$ cat src/hdl/rfbsmp_pkg.sv
// Shared types, codes and constants of the RFB server message parser.
package rfbsmp_pkg;

    typedef enum logic [3:0] {
        PH_IDLE     = 4'd0,
        PH_VERSION  = 4'd1,
        PH_SECURITY = 4'd2,
        PH_CINIT    = 4'd3,
        PH_CMD      = 4'd4,
        PH_DATA     = 4'd5,
        PH_ENCLIST  = 4'd6,
        PH_SKIP     = 4'd7,
        PH_DONE     = 4'd8
    } t_phase;

    typedef enum logic [2:0] {
        EV_VERSION  = 3'd0,
        EV_SECTYPES = 3'd1,
        EV_SECOK    = 3'd2,
        EV_SECFAIL  = 3'd3,
        EV_SINIT    = 3'd4,
        EV_UPDATE   = 3'd5,
        EV_TERM     = 3'd6
    } t_event;

    typedef enum logic [1:0] {
        ACT_START = 2'd0,
        ACT_BYTE  = 2'd1,
        ACT_TICK  = 2'd2,
        ACT_NONE  = 2'd3
    } t_action;

    // client message types
    localparam logic [7:0] CMD_SET_PIX_FMT = 8'd0;
    localparam logic [7:0] CMD_SET_ENC     = 8'd2;
    localparam logic [7:0] CMD_UPDATE_REQ  = 8'd3;
    localparam logic [7:0] CMD_KEY         = 8'd4;
    localparam logic [7:0] CMD_POINTER     = 8'd5;
    localparam logic [7:0] CMD_CUT_TEXT    = 8'd6;

    localparam logic [31:0] ENC_ZLIB = 32'd6;
    localparam logic [31:0] ENC_CONT = 32'hFFFF_FEC7;   // -313

    localparam logic [31:0] VERSION_LEN   = 32'd12;
    localparam logic [31:0] PREFIX_LEN    = 32'd3;
    localparam logic [31:0] ENC_WORD_LEN  = 32'd4;
    localparam logic [31:0] DEPTH_BYTE    = 32'd5;
    localparam logic [31:0] INC_BYTE      = 32'd1;
    localparam logic [7:0]  SEC_NONE      = 8'd1;
    localparam logic [7:0]  DEPTH_CLIENT0 = 8'd32;
    localparam logic [7:0]  DEPTH_SERVER  = 8'd24;

    // configuration registers
    localparam logic        CFG_WIDTH    = 1'b0;
    localparam logic        CFG_HEIGHT   = 1'b1;
    localparam logic [15:0] WIDTH_RESET  = 16'd640;
    localparam logic [15:0] HEIGHT_RESET = 16'd480;

    localparam int RES_FIFO_DEPTH = 4;

    typedef struct packed {
        t_event      event_res;
        logic        incremental;
        logic [15:0] rect_x;
        logic [15:0] rect_y;
        logic [15:0] rect_w;
        logic [15:0] rect_h;
        logic        out_of_bounds;
        logic [7:0]  pixel_depth;
        logic        use_zlib;
        logic        last;
    } t_result;

    // up to two result words produced by one accepted item
    typedef struct packed {
        logic [1:0] count;
        t_result    first;
        t_result    second;
    } t_res_push;

    // payload bytes following a command byte; zero marks an unknown command
    function automatic logic [4:0] f_data_length(logic [7:0] cmd);
        logic [4:0] len;
        unique case (cmd)
            CMD_SET_PIX_FMT: len = 5'd19;
            CMD_SET_ENC:     len = 5'd3;
            CMD_UPDATE_REQ:  len = 5'd9;
            CMD_KEY:         len = 5'd7;
            CMD_POINTER:     len = 5'd5;
            CMD_CUT_TEXT:    len = 5'd7;
            default:         len = 5'd0;
        endcase
        return len;
    endfunction

    function automatic logic [7:0] f_prefix_char(logic [1:0] idx);
        logic [7:0] c;
        unique case (idx)
            2'd0:    c = 8'h52;  // R
            2'd1:    c = 8'h46;  // F
            2'd2:    c = 8'h42;  // B
            default: c = 8'h00;
        endcase
        return c;
    endfunction

endpackage

$ cat src/hdl/rfbsmp_core.sv
// Protocol state and per-word decode of the RFB server message parser.
module rfbsmp_core
    import rfbsmp_pkg::*;
(
    input  logic        i_clk,
    input  logic        i_rst_n,
    input  logic        i_take,
    input  logic [1:0]  i_action,
    input  logic [7:0]  i_rx_byte,
    input  logic [15:0] i_width,
    input  logic [15:0] i_height,
    output t_res_push   o_push
);

    t_phase      r_phase,        n_phase;
    logic [7:0]  r_command,      n_command;
    logic [31:0] r_byte_count,   n_byte_count;
    logic [63:0] r_param_shift,  n_param_shift;
    logic        r_version_ok,   n_version_ok;
    logic [15:0] r_enc_left,     n_enc_left;
    logic [31:0] r_enc_word,     n_enc_word;
    logic        r_pend_zlib,    n_pend_zlib;
    logic        r_pend_cont,    n_pend_cont;
    logic [7:0]  r_client_depth, n_client_depth;
    logic        r_zlib_on,      n_zlib_on;
    logic        r_cont_on,      n_cont_on;

    logic [31:0] byte_inc;
    logic [63:0] shifted;
    logic [31:0] enc_shifted;
    logic [4:0]  need;
    logic [15:0] enc_left_dec;
    logic        live_phase;

    function automatic t_result f_ctl(t_event ev, logic last);
        t_result r;
        r = '0;
        r.event_res = ev;
        r.last      = last;
        return r;
    endfunction

    function automatic t_result f_upd(logic inc, logic [15:0] x, logic [15:0] y,
                                      logic [15:0] w, logic [15:0] h, logic [7:0] dep,
                                      logic zl, logic [15:0] sw, logic [15:0] sh);
        t_result r;
        r = '0;
        r.event_res     = EV_UPDATE;
        r.incremental   = inc;
        r.rect_x        = x;
        r.rect_y        = y;
        r.rect_w        = w;
        r.rect_h        = h;
        r.out_of_bounds = (({1'b0, x} + {1'b0, w}) > {1'b0, sw}) ||
                          (({1'b0, y} + {1'b0, h}) > {1'b0, sh});
        r.pixel_depth   = dep;
        r.use_zlib      = zl;
        r.last          = 1'b1;
        return r;
    endfunction

    assign byte_inc     = r_byte_count + 32'd1;
    assign shifted      = {r_param_shift[55:0], i_rx_byte};
    assign enc_shifted  = {r_enc_word[23:0], i_rx_byte};
    assign need         = f_data_length(r_command);
    assign enc_left_dec = r_enc_left - 16'd1;
    assign live_phase   = (r_phase == PH_CMD) || (r_phase == PH_DATA) ||
                          (r_phase == PH_ENCLIST) || (r_phase == PH_SKIP);

    always_comb begin
        n_phase        = r_phase;
        n_command      = r_command;
        n_byte_count   = r_byte_count;
        n_param_shift  = r_param_shift;
        n_version_ok   = r_version_ok;
        n_enc_left     = r_enc_left;
        n_enc_word     = r_enc_word;
        n_pend_zlib    = r_pend_zlib;
        n_pend_cont    = r_pend_cont;
        n_client_depth = r_client_depth;
        n_zlib_on      = r_zlib_on;
        n_cont_on      = r_cont_on;
        o_push         = '0;

        if (i_take) begin
            unique case (t_action'(i_action))
                ACT_START: begin
                    n_phase        = PH_VERSION;
                    n_command      = '0;
                    n_byte_count   = '0;
                    n_param_shift  = '0;
                    n_version_ok   = 1'b1;
                    n_enc_left     = '0;
                    n_enc_word     = '0;
                    n_pend_zlib    = 1'b0;
                    n_pend_cont    = 1'b0;
                    n_client_depth = DEPTH_CLIENT0;
                    n_zlib_on      = 1'b0;
                    n_cont_on      = 1'b0;
                    o_push.count   = 2'd1;
                    o_push.first   = f_ctl(EV_VERSION, 1'b1);
                end
                ACT_TICK: begin
                    if (live_phase && r_cont_on) begin
                        o_push.count = 2'd1;
                        o_push.first = f_upd(1'b0, 16'd0, 16'd0, i_width, i_height,
                                             DEPTH_SERVER, r_zlib_on, i_width, i_height);
                    end
                end
                ACT_BYTE: begin
                    unique case (r_phase)
                        PH_VERSION: begin
                            if (r_byte_count < PREFIX_LEN &&
                                i_rx_byte != f_prefix_char(r_byte_count[1:0]))
                                n_version_ok = 1'b0;
                            n_byte_count = byte_inc;
                            if (byte_inc == VERSION_LEN) begin
                                n_byte_count = '0;
                                o_push.count = 2'd1;
                                if (n_version_ok) begin
                                    n_phase      = PH_SECURITY;
                                    o_push.first = f_ctl(EV_SECTYPES, 1'b1);
                                end else begin
                                    n_phase      = PH_DONE;
                                    o_push.first = f_ctl(EV_TERM, 1'b1);
                                end
                            end
                        end
                        PH_SECURITY: begin
                            if (i_rx_byte == SEC_NONE) begin
                                n_phase      = PH_CINIT;
                                o_push.count = 2'd1;
                                o_push.first = f_ctl(EV_SECOK, 1'b1);
                            end else begin
                                n_phase       = PH_DONE;
                                o_push.count  = 2'd2;
                                o_push.first  = f_ctl(EV_SECFAIL, 1'b0);
                                o_push.second = f_ctl(EV_TERM, 1'b1);
                            end
                        end
                        PH_CINIT: begin
                            n_phase                  = PH_CMD;
                            o_push.count             = 2'd1;
                            o_push.first             = f_ctl(EV_SINIT, 1'b1);
                            o_push.first.rect_w      = i_width;
                            o_push.first.rect_h      = i_height;
                            o_push.first.pixel_depth = DEPTH_SERVER;
                        end
                        PH_CMD: begin
                            n_command     = i_rx_byte;
                            n_byte_count  = '0;
                            n_param_shift = '0;
                            if (f_data_length(i_rx_byte) == 5'd0) begin
                                n_phase      = PH_DONE;
                                o_push.count = 2'd1;
                                o_push.first = f_ctl(EV_TERM, 1'b1);
                            end else begin
                                n_phase = PH_DATA;
                            end
                        end
                        PH_DATA: begin
                            if (need == 5'd0) begin
                                n_phase      = PH_DONE;
                                o_push.count = 2'd1;
                                o_push.first = f_ctl(EV_TERM, 1'b1);
                            end else begin
                                n_param_shift = shifted;
                                n_byte_count  = byte_inc;
                                if (r_command == CMD_SET_PIX_FMT && byte_inc == DEPTH_BYTE)
                                    n_client_depth = i_rx_byte;
                                if (r_command == CMD_UPDATE_REQ && byte_inc == INC_BYTE)
                                    n_enc_word = {24'd0, i_rx_byte};
                                if (byte_inc >= {27'd0, need}) begin
                                    n_byte_count = '0;
                                    n_phase      = PH_CMD;
                                    if (r_command == CMD_SET_ENC) begin
                                        n_enc_left  = shifted[15:0];
                                        n_pend_zlib = 1'b0;
                                        n_pend_cont = 1'b0;
                                        n_enc_word  = '0;
                                        if (shifted[15:0] == 16'd0) begin
                                            // empty list commits both flags as clear
                                            n_zlib_on = 1'b0;
                                            n_cont_on = 1'b0;
                                        end else begin
                                            n_phase = PH_ENCLIST;
                                        end
                                    end else if (r_command == CMD_UPDATE_REQ) begin
                                        o_push.count = 2'd1;
                                        o_push.first = f_upd(n_enc_word != 32'd0,
                                                             shifted[63:48], shifted[47:32],
                                                             shifted[31:16], shifted[15:0],
                                                             r_client_depth, r_zlib_on,
                                                             i_width, i_height);
                                    end else if (r_command == CMD_CUT_TEXT) begin
                                        if (shifted[31:0] != 32'd0) begin
                                            n_byte_count = shifted[31:0];
                                            n_phase      = PH_SKIP;
                                        end
                                    end
                                end
                            end
                        end
                        PH_ENCLIST: begin
                            n_enc_word   = enc_shifted;
                            n_byte_count = byte_inc;
                            if (byte_inc == ENC_WORD_LEN) begin
                                n_byte_count = '0;
                                if (enc_shifted == ENC_ZLIB) n_pend_zlib = 1'b1;
                                if (enc_shifted == ENC_CONT) n_pend_cont = 1'b1;
                                n_enc_left = enc_left_dec;
                                if (enc_left_dec == 16'd0) begin
                                    n_zlib_on = n_pend_zlib;
                                    n_cont_on = n_pend_cont;
                                    n_phase   = PH_CMD;
                                end
                            end
                        end
                        PH_SKIP: begin
                            n_byte_count = r_byte_count - 32'd1;
                            if (r_byte_count == 32'd1) n_phase = PH_CMD;
                        end
                        default: ;
                    endcase
                end
                ACT_NONE: ;
            endcase
        end
    end

    always_ff @(posedge i_clk) begin
        if (!i_rst_n) begin
            r_phase        <= PH_IDLE;
            r_command      <= '0;
            r_byte_count   <= '0;
            r_param_shift  <= '0;
            r_version_ok   <= 1'b1;
            r_enc_left     <= '0;
            r_enc_word     <= '0;
            r_pend_zlib    <= 1'b0;
            r_pend_cont    <= 1'b0;
            r_client_depth <= DEPTH_CLIENT0;
            r_zlib_on      <= 1'b0;
            r_cont_on      <= 1'b0;
        end else begin
            r_phase        <= n_phase;
            r_command      <= n_command;
            r_byte_count   <= n_byte_count;
            r_param_shift  <= n_param_shift;
            r_version_ok   <= n_version_ok;
            r_enc_left     <= n_enc_left;
            r_enc_word     <= n_enc_word;
            r_pend_zlib    <= n_pend_zlib;
            r_pend_cont    <= n_pend_cont;
            r_client_depth <= n_client_depth;
            r_zlib_on      <= n_zlib_on;
            r_cont_on      <= n_cont_on;
        end
    end

    // a terminated session stays dead until the next session start
    a_done_sticky: assert property (@(posedge i_clk) disable iff (!i_rst_n)
        (r_phase == PH_DONE && !(i_take && i_action == ACT_START)) |=> r_phase == PH_DONE)
        else $error("terminated session left without session start");

    a_two_only_secfail: assert property (@(posedge i_clk) disable iff (!i_rst_n)
        (o_push.count == 2'd2) |->
            (r_phase == PH_SECURITY && i_action == ACT_BYTE && i_take))
        else $error("two result words outside security refusal");

    a_oob_update_only: assert property (@(posedge i_clk) disable iff (!i_rst_n)
        (o_push.count != 2'd0 && o_push.first.out_of_bounds) |->
            o_push.first.event_res == EV_UPDATE)
        else $error("out of bounds flagged on a non-update word");

endmodule

$ cat src/hdl/rfbsmp_fifo.sv
// Result queue taking up to two words per cycle, releasing one on i_ready.
module rfbsmp_fifo
    import rfbsmp_pkg::*;
(
    input  logic      i_clk,
    input  logic      i_rst_n,
    input  t_res_push i_push,
    output logic      o_room,
    output logic      o_valid,
    input  logic      i_ready,
    output t_result   o_data
);

    localparam int PTR_W = $clog2(RES_FIFO_DEPTH);
    localparam int CNT_W = $clog2(RES_FIFO_DEPTH + 1);

    t_result            r_mem [RES_FIFO_DEPTH];
    logic [PTR_W-1:0]   r_wp, n_wp;
    logic [PTR_W-1:0]   r_rp, n_rp;
    logic [CNT_W-1:0]   r_count, n_count;
    logic [PTR_W-1:0]   wp_next;
    logic               pop;

    assign pop     = o_valid && i_ready;
    assign wp_next = r_wp + PTR_W'(1);
    assign o_valid = (r_count != '0);
    assign o_data  = r_mem[r_rp];
    // room for a worst-case pair of words
    assign o_room  = (r_count <= CNT_W'(RES_FIFO_DEPTH - 2));

    always_comb begin
        n_wp    = r_wp + PTR_W'(i_push.count);
        n_rp    = pop ? r_rp + PTR_W'(1) : r_rp;
        n_count = r_count + CNT_W'(i_push.count) - CNT_W'(pop);
    end

    always_ff @(posedge i_clk) begin
        if (i_push.count != 2'd0) r_mem[r_wp]    <= i_push.first;
        if (i_push.count == 2'd2) r_mem[wp_next] <= i_push.second;
    end

    always_ff @(posedge i_clk) begin
        if (!i_rst_n) begin
            r_wp    <= '0;
            r_rp    <= '0;
            r_count <= '0;
        end else begin
            r_wp    <= n_wp;
            r_rp    <= n_rp;
            r_count <= n_count;
        end
    end

    a_no_overflow: assert property (@(posedge i_clk) disable iff (!i_rst_n)
        ({1'b0, r_count} + {{(CNT_W - 1){1'b0}}, i_push.count}) <=
            (CNT_W + 1)'(RES_FIFO_DEPTH))
        else $error("result queue overflow");

endmodule

$ cat src/hdl/rfb_server_message_parser_top.sv
// Top level of the RFB server message parser: config registers, decoder, result queue.
//
// Input channel (i_valid/o_ready): one word per cycle carrying i_action (session start,
// client byte, frame tick) and i_rx_byte. Output channel (o_valid/i_ready): result words
// with an event code, update rectangle and encoding hints; o_last marks the final word
// produced by an input word. A refused security byte yields two words, everything else
// zero or one.
// A result word is registered in the queue when its input word is accepted.
// Throughput: one input word per cycle while o_ready is high; the protocol state
// updates in one pass of logic between the state registers. A four-word result queue
// decouples the sides; o_ready drops while fewer than two slots are free.
// Config: i_cfg_we writes screen width (index 0) or height (index 1) on the same edge.
// Reset (i_rst_n low, synchronous): waiting for session start, width 640, height 480,
// queue empty. If the receiver stalls the queue fills and o_ready falls; nothing is lost.
module rfb_server_message_parser_top
    import rfbsmp_pkg::*;
(
    input  logic        i_clk,
    input  logic        i_rst_n,
    input  logic        i_cfg_we,
    input  logic        i_cfg_idx,
    input  logic [15:0] i_cfg_wdata,
    input  logic        i_valid,
    output logic        o_ready,
    input  logic [1:0]  i_action,
    input  logic [7:0]  i_rx_byte,
    output logic        o_valid,
    input  logic        i_ready,
    output logic [2:0]  o_event_res,
    output logic        o_incremental,
    output logic [15:0] o_rect_x,
    output logic [15:0] o_rect_y,
    output logic [15:0] o_rect_w,
    output logic [15:0] o_rect_h,
    output logic        o_out_of_bounds,
    output logic [7:0]  o_pixel_depth,
    output logic        o_use_zlib,
    output logic        o_last
);

    logic [15:0] r_screen_width;
    logic [15:0] r_screen_height;
    t_res_push   push;
    t_result     res;
    logic        take;

    always_ff @(posedge i_clk) begin
        if (!i_rst_n) begin
            r_screen_width  <= WIDTH_RESET;
            r_screen_height <= HEIGHT_RESET;
        end else if (i_cfg_we) begin
            if (i_cfg_idx == CFG_WIDTH)  r_screen_width  <= i_cfg_wdata;
            if (i_cfg_idx == CFG_HEIGHT) r_screen_height <= i_cfg_wdata;
        end
    end

    assign take = i_valid && o_ready;

    rfbsmp_core u_core (
        .i_clk     (i_clk),
        .i_rst_n   (i_rst_n),
        .i_take    (take),
        .i_action  (i_action),
        .i_rx_byte (i_rx_byte),
        .i_width   (r_screen_width),
        .i_height  (r_screen_height),
        .o_push    (push)
    );

    rfbsmp_fifo u_fifo (
        .i_clk   (i_clk),
        .i_rst_n (i_rst_n),
        .i_push  (push),
        .o_room  (o_ready),
        .o_valid (o_valid),
        .i_ready (i_ready),
        .o_data  (res)
    );

    assign o_event_res     = res.event_res;
    assign o_incremental   = res.incremental;
    assign o_rect_x        = res.rect_x;
    assign o_rect_y        = res.rect_y;
    assign o_rect_w        = res.rect_w;
    assign o_rect_h        = res.rect_h;
    assign o_out_of_bounds = res.out_of_bounds;
    assign o_pixel_depth   = res.pixel_depth;
    assign o_use_zlib      = res.use_zlib;
    assign o_last          = res.last;

endmodule

$ cat config.mk
export PLATFORM = sky130hd
export DESIGN_NAME = rfb_server_message_parser_top
export DESIGN_NICKNAME = d
export VERILOG_FILES = /design/src/hdl/rfbsmp_pkg.sv /design/src/hdl/rfbsmp_core.sv /design/src/hdl/rfbsmp_fifo.sv /design/src/hdl/rfb_server_message_parser_top.sv
export SDC_FILE = /design/constraint.sdc
export NUM_CORES = 1
export LEC_CHECK = 0
export ABC_AREA = 1
export BUFFER_PORTS_ARGS = -buffer_cell sky130_fd_sc_hd__buf_2
export CORE_MARGIN = 1.5
export CORE_UTILIZATION = 55
export CTS_BUF_LIST = sky130_fd_sc_hd__clkbuf_8
export CTS_CLUSTER_SIZE = 25
export DETAILED_ROUTE_END_ITERATION = 8
export PLACE_DENSITY = 0.82
export SLEW_MARGIN = 5
export SYNTH_ARGS = -nofsm -noshare
export SYNTH_HDL_FRONTEND = slang
export SYNTH_SLANG_ARGS = --single-unit
$ cat constraint.sdc
create_clock -name i_clk -period 4.2 [get_ports i_clk]
set_clock_uncertainty 0.15 [all_clocks]
set_input_delay 0.21 -clock i_clk [delete_from_list [all_inputs] [get_ports i_clk]]
set_output_delay 0.21 -clock i_clk [all_outputs]
set_load 0.005 [all_outputs]
* Yosys cells after proc, flatten, opt, wreduce, memory -nomap -nowiden
Memories as Yosys holds them, arrays and structs flattened. A register that Yosys moved wholly into a read port is not among the register bits. Cells that the tools add are included.
Storage, ports and cells: register bits 200, memory bits (writable) 316, input port bits 32, memories 1
Operators by class: $add $sub $neg 10, $lt $le $gt $ge 7, equal/unequal tests 49, muxes and demuxes 110, bitwise logic cells 1, reduce and logical (&&, ||, !) cells 37
Memories:
- u_fifo.r_mem | depth 4, bits a word 79, read ports 1, clocked after Yosys merged registers in 1, write ports 2, line rfbsmp_fifo.sv:17 | t_result r_mem [RES_FIFO_DEPTH];
Operators by type and width (count):
- $mux 32 | 16
- $pmux 81 s5 | 1
- $mux 81 | 4
- $mux 80 | 4
- $mux 79 | 4
- $pmux 81 s3 | 1
- $pmux 56 s2 | 2
- $pmux 32 s2 | 3
- $mux 160 | 1
- $pmux 32 s5 | 1
- $eq 32x3->1 const B | 3
- $eq 32x1->1 const B | 2
- $mux 16 | 4
- $pmux 16 s2 | 2
- $reduce_bool 32->1 | 2
- $mux 56 | 1
- $mux 8 | 7
- $pmux 5 s5 | 2
- $eq 8x3->1 const B | 6
- $mux 4 | 12
- $add 16x16->17 | 2
- $gt 17x16->1 | 2
- $add 32x1->32 const B | 1
- $eq 32x32->1 const B | 1
- other kinds (52) | 130

* Longest topological paths before layout
word-level depth 19, depth in mapped cells 29, gate-level depth less buffers 28

* By module
From an unflattened synthesis, not the netlist that was laid out.
Unflattened totals: cell total of the unflattened synthesis 4223, area total of the unflattened synthesis 31576.5 um2
Modules (own cells, without submodules):
- rfbsmp_fifo | times used 1, cells an instance 1617, area each 15557.4 um2, sequential area each 9669.3 um2
- rfbsmp_core | times used 1, cells an instance 2433, area each 14725.4 um2, sequential area each 3223.1 um2
- rfb_server_message_parser_top | times used 1, cells an instance 173, area each 1293.7 um2, sequential area each 640.6 um2

* Worst setup path after synthesis
No wires, ideal clock.
path kind reg-to-reg, start register u_core.r_param_shift[28], end memory u_fifo.r_mem[0][10] (netlist bit), library setup time 114 ps, arrival 3221 ps, required time 3936 ps, slack 715 ps, cell stages (with the launch flop) 22, cell sequence dfxtp_1 -> ha_1 -> inv_1 -> o21bai_1 -> nand3_1 -> nand3_1 -> a21oi_1 -> o21ai_0 -> a21oi_1 -> o21bai_1 -> nand3_1 -> nand2_1 -> a21oi_1 -> xor2_1 -> inv_1 -> ha_1 -> nand4_1 -> or2_2 -> o41ai_1 -> a21oi_1 -> nand3_1 -> nand2_1
RTL lines:
- from (decl) | line rfbsmp_core.sv:18 | logic [63:0] r_param_shift, n_param_shift;
- from (signal assigned) | line rfbsmp_core.sv:249 | r_param_shift <= n_param_shift;
- to (decl) | line rfbsmp_fifo.sv:17

==> summary.md <==
| Metric | Value |
|---|---|
| # IOs | 113 |
| Final Worst Setup Slack | 0.2287 ns |
| H-tree levels | 3 |
| Cell count of the worst hold path | 3 |
| Slew HR | 0.2465 |
| Hold Path Class | input port to flip-flop |
| Setup Crit Path Kind | flip-flop to flip-flop |
| Crit path max fanout | 4 |
| First-pass GRT wire length | 153000 microns |
| Post-place setup slack | 0.2354 ns |
| FP Rows | 83 |
| Synth Area in Compound Gates | 0.1677 |
| DIE AREA | 53340 sq um |
| Post-Route WL | 98660 microns |
| Detailed Route Iter0 Violations | 3956 |
| Final Cycle Share | 0.9456 |
| Flops & latches, synth | 518 |
| Cell Area, Synth | 28580 sq um |
| Root Buffer | clkbuf_8 |
| Main synth FF type | dfxtp_1 |
| Via/cell ratio | 6.122 |
| Run status | finished clean |
| Crit path DAT | 4.45 ns |
| CTS tree | yes |
| Total chip power | 13.09 mW |
| Clk_lat worst skew | 0.70 ns |
| DR vias | 30467 |
| DR WL/cell | 19.82 microns |
| R2R cell count | 22 |
| Area leader, netlist | dfxtp_1 |
| Starting Density | 0.5571 |
| Core ar. | 51300 sq um |
| Hold path endpoint | u_core.r_version_ok |
| DP Wirelength | 65190 microns |
| Final setup vio count | 0 |
| Die W | 231.0 microns |
| Largest cells by area after synthesis | dfxtp_1 (35%), nand3_1 (13%), nand2_1 (10%) |
| Internal reg-to-reg setup slack | 0.23 ns |
| Register area share after synthesis | 0.3671 |
| Synthesized Nets | 4298 |
| Final hold violation count | 0 |
| Req. time, crit path | 4.68 ns |
| Adder-Cell Fraction of Synth Area | 0.03625 |
| Die H | 231.0 microns |
| I/O Buffers | 112 |
| Total grt overflow | 0 |
| Post-synthesis async set-or-reset flop share | 0 |
| Achievable Freq | 251.8 MHz |
| Final hold slack | 0.07548 ns |
| Initial antenna violation count | 0 |
| Reg-to-reg endpoint | u_fifo.r_mem[2][10] |
| CP Launch Type | flip-flop |
| Mean Syn Cell Area | 6.829 sq um |
| Ys Warns | 0 |
| Number of global-route vias before repair | 27515 |
| Hold Startpoint | i_rst_n |
| Netlist cell types | 54 |
| EDFF count, synth | 12 |
| Most common cell after layout, fill and taps aside | nand2_1 |
| Reg-to-Reg Start | u_core.r_param_shift[40] |
| DR DRC count | 0 |
| Share of cells above drive strength 1 | 0.09846 |
| Post-synthesis mux area share | 0 |
| Max cap viols | 0 |
| RSZ-0062 raised after global routing | true |
| Final min period | 3.971 ns |
| VDD IR max | 0.3073 mV |
| Gr usage total | 0.3584 |
| Routability cong. | 1.016 |
| Worst setup EP type | flip-flop |
| Post-Synth XOR/XNOR Area | 0.01655 |
| Clock slew at reported path FFs | 0.06 ns |
| Cells after Synth | 4185 |
| Routed Antenna Nets | 0 |
| Most frequent cells in the layout | nand2_1 (776), nand3_1 (729), dfxtp_1 (504) |
| Power density cells | 411.8 nW/um^2 |
| Largest net degree at the start of global routing | 159 |
| Max clock buf depth | 3 |
| CTS Buf Count | 88 |
| Leak pwr | 14.23 nW |
| Synth Area in Simple Gates | 0.3216 |
| First-pass DRT Iterations | 7 |
| Worst-Margin Slew | 1.130 ns |
| Slew Limit Fails | 0 |
| Area grow syn2layout | 11.23% |
| Nets | 4350 |
| # clock sinks | 518 |
| Top cell type's share of synthesized area | 0.3545 |
| Largest family of logic cells by synthesized area | simple AND/OR/NAND/NOR gates |
-- critical path, cell delays in order, from the launching register on --
cell and delay (ns):
dfxtp_1 0.34, ha_1 0.22, fa_1 0.41, a21oi_1 0.16
o21bai_1 0.10, nand2_1 0.11, nand2_1 0.08, nand2_1 0.08
nand2_1 0.06, a21oi_1 0.19, o21ai_0 0.16, a31oi_1 0.20
xnor2_1 0.10, ha_1 0.31, nand2_1 0.09, nor3_2 0.25
nand4_1 0.14, nand3_1 0.11, o41ai_2 0.08, buf_4 0.15
a21oi_2 0.21, nand3_1 0.09, nand2_1 0.11
-- flip-flops by register name (all words and copies together), names as in the netlist, 2 cells and up, named ones only --
| register | cells |
|---|---|
| u_fifo.r_wp | 2 |
| u_fifo.r_mem | 316 |
| u_fifo.r_count | 3 |
| u_core.r_param_shift | 56 |
| u_core.r_enc_left | 16 |
| u_core.r_enc_word | 32 |
| u_core.r_phase | 4 |
| r_screen_height | 16 |
| r_screen_width | 16 |
| u_core.r_client_depth | 8 |
| u_core.r_byte_count | 32 |
| u_fifo.r_rp | 2 |
| u_core.r_command | 8 |
-- worst max-delay path by stage --
stage,start,end,depth (start not counted)
finish,u_core.r_param_shift[40],u_fifo.r_mem[2][10],22
global route,u_core.r_param_shift[42],u_fifo.r_mem[2][10],25
CTS,u_core.r_param_shift[40],u_fifo.r_mem[2][10],22
detailed placement,u_core.r_param_shift[40],u_fifo.r_mem[2][10],22
global placement,u_core.r_param_shift[40],u_fifo.r_mem[0][10],22
floorplan,u_core.r_param_shift[28],u_fifo.r_mem[0][10],21
-- report_power, final --
group          switching (mW)  internal [mW]  total, mW
registers               0.149           5.08       5.23
clock network            2.13           2.29       4.42
logic                    2.28           1.16       3.44
total                    4.55           8.54       13.1
-- final cells by class --
| cell class | count | area [sq um] |
|---|---|---|
| Fill cell | 4762 | 19510 |
| Multi-Input combinational cell | 3062 | 15610 |
| Sequential cell | 518 | 10500 |
| Timing Repair Buffer | 260 | 2002 |
| Clock buffer | 107 | 1473 |
| Inverter | 307 | 1157 |
| Tap cell | 680 | 850.8 |
| Clock inverter | 42 | 196.4 |
| Antenna cell | 1 | 2.502 |
-- cells in the mapped netlist (3+ instances only) --
cell / number
buf_2: 45
nand4_1: 48
o2111ai_1: 15
o22ai_1: 143
xnor2_1: 11
o41ai_1: 3
nand2_1: 780
inv_1: 298
nor2_1: 415
clkbuf_1: 194
nor2_2: 7
o211ai_1: 20
ha_1: 78
a21oi_1: 255
nor2_4: 8
edfxtp_1: 12
nand2_2: 9
dfxtp_1: 506
buf_4: 17
nand2_4: 7
xor2_1: 43
or2_2: 5
nand3_1: 730
o21bai_1: 8
inv_2: 7
buf_1: 16
o21ai_0: 300
o31ai_1: 4
a211oi_1: 55
nand3_2: 10
a31oi_1: 34
o21ai_1: 3
nor3_1: 33
buf_6: 22
nor4_1: 17
fa_1: 3
-- routing by layer --
metal / up-vias / GRT usage / wire length [microns]
met4: 0 / 0.1563 / 4357
met2: 1812 / 0.5509 / 43100
met1: 13974 / 0.4824 / 39730
met3: 310 / 0.07806 / 11480
met5: - / 0 / 0
li1: 14371 / - / -
-- timing repair --
action                     4_1_cts  5_1_grt
setup endpoints to repair        0        5
buffers inserted                 0        0
hold buffers                    32        0
hold endpoints to repair        55        0
gates resized for setup          0        9
-- stage by stage --
| stage | setup TNS [ns] | utilization | area, sq um | instances |
|---|---|---|---|---|
| 3_5_place_dp | 0 | 0.5802 | 29760 | 4795 |
| 4_1_cts | 0 | 0.6189 | 31750 | 4976 |
| 5_1_grt | -0.1914 | 0.6196 | 31790 | 4976 |
| 6_report | 0 | 0.6197 | 31790 | 4977 |
| 2_1_floorplan | 0 | - | 28580 | 4185 |
| 3_3_place_gp | 0 | 0.5802 | 29760 | 4795 |
-- cells by family (layout without fill, tap and decap cells) --
kind of cell               count (synthesis)  after routing
AOI/OAI and AO/OA                        850            850
adders and majority gates                 81             81
other                                      0              1
DFF                                      518            518
buffers and inverters                    605            716
and+or+nand+nor                         2077           2077
xor gates and xnor gates                  54             54
Note: power is estimated with default switching activity, not from simulation.
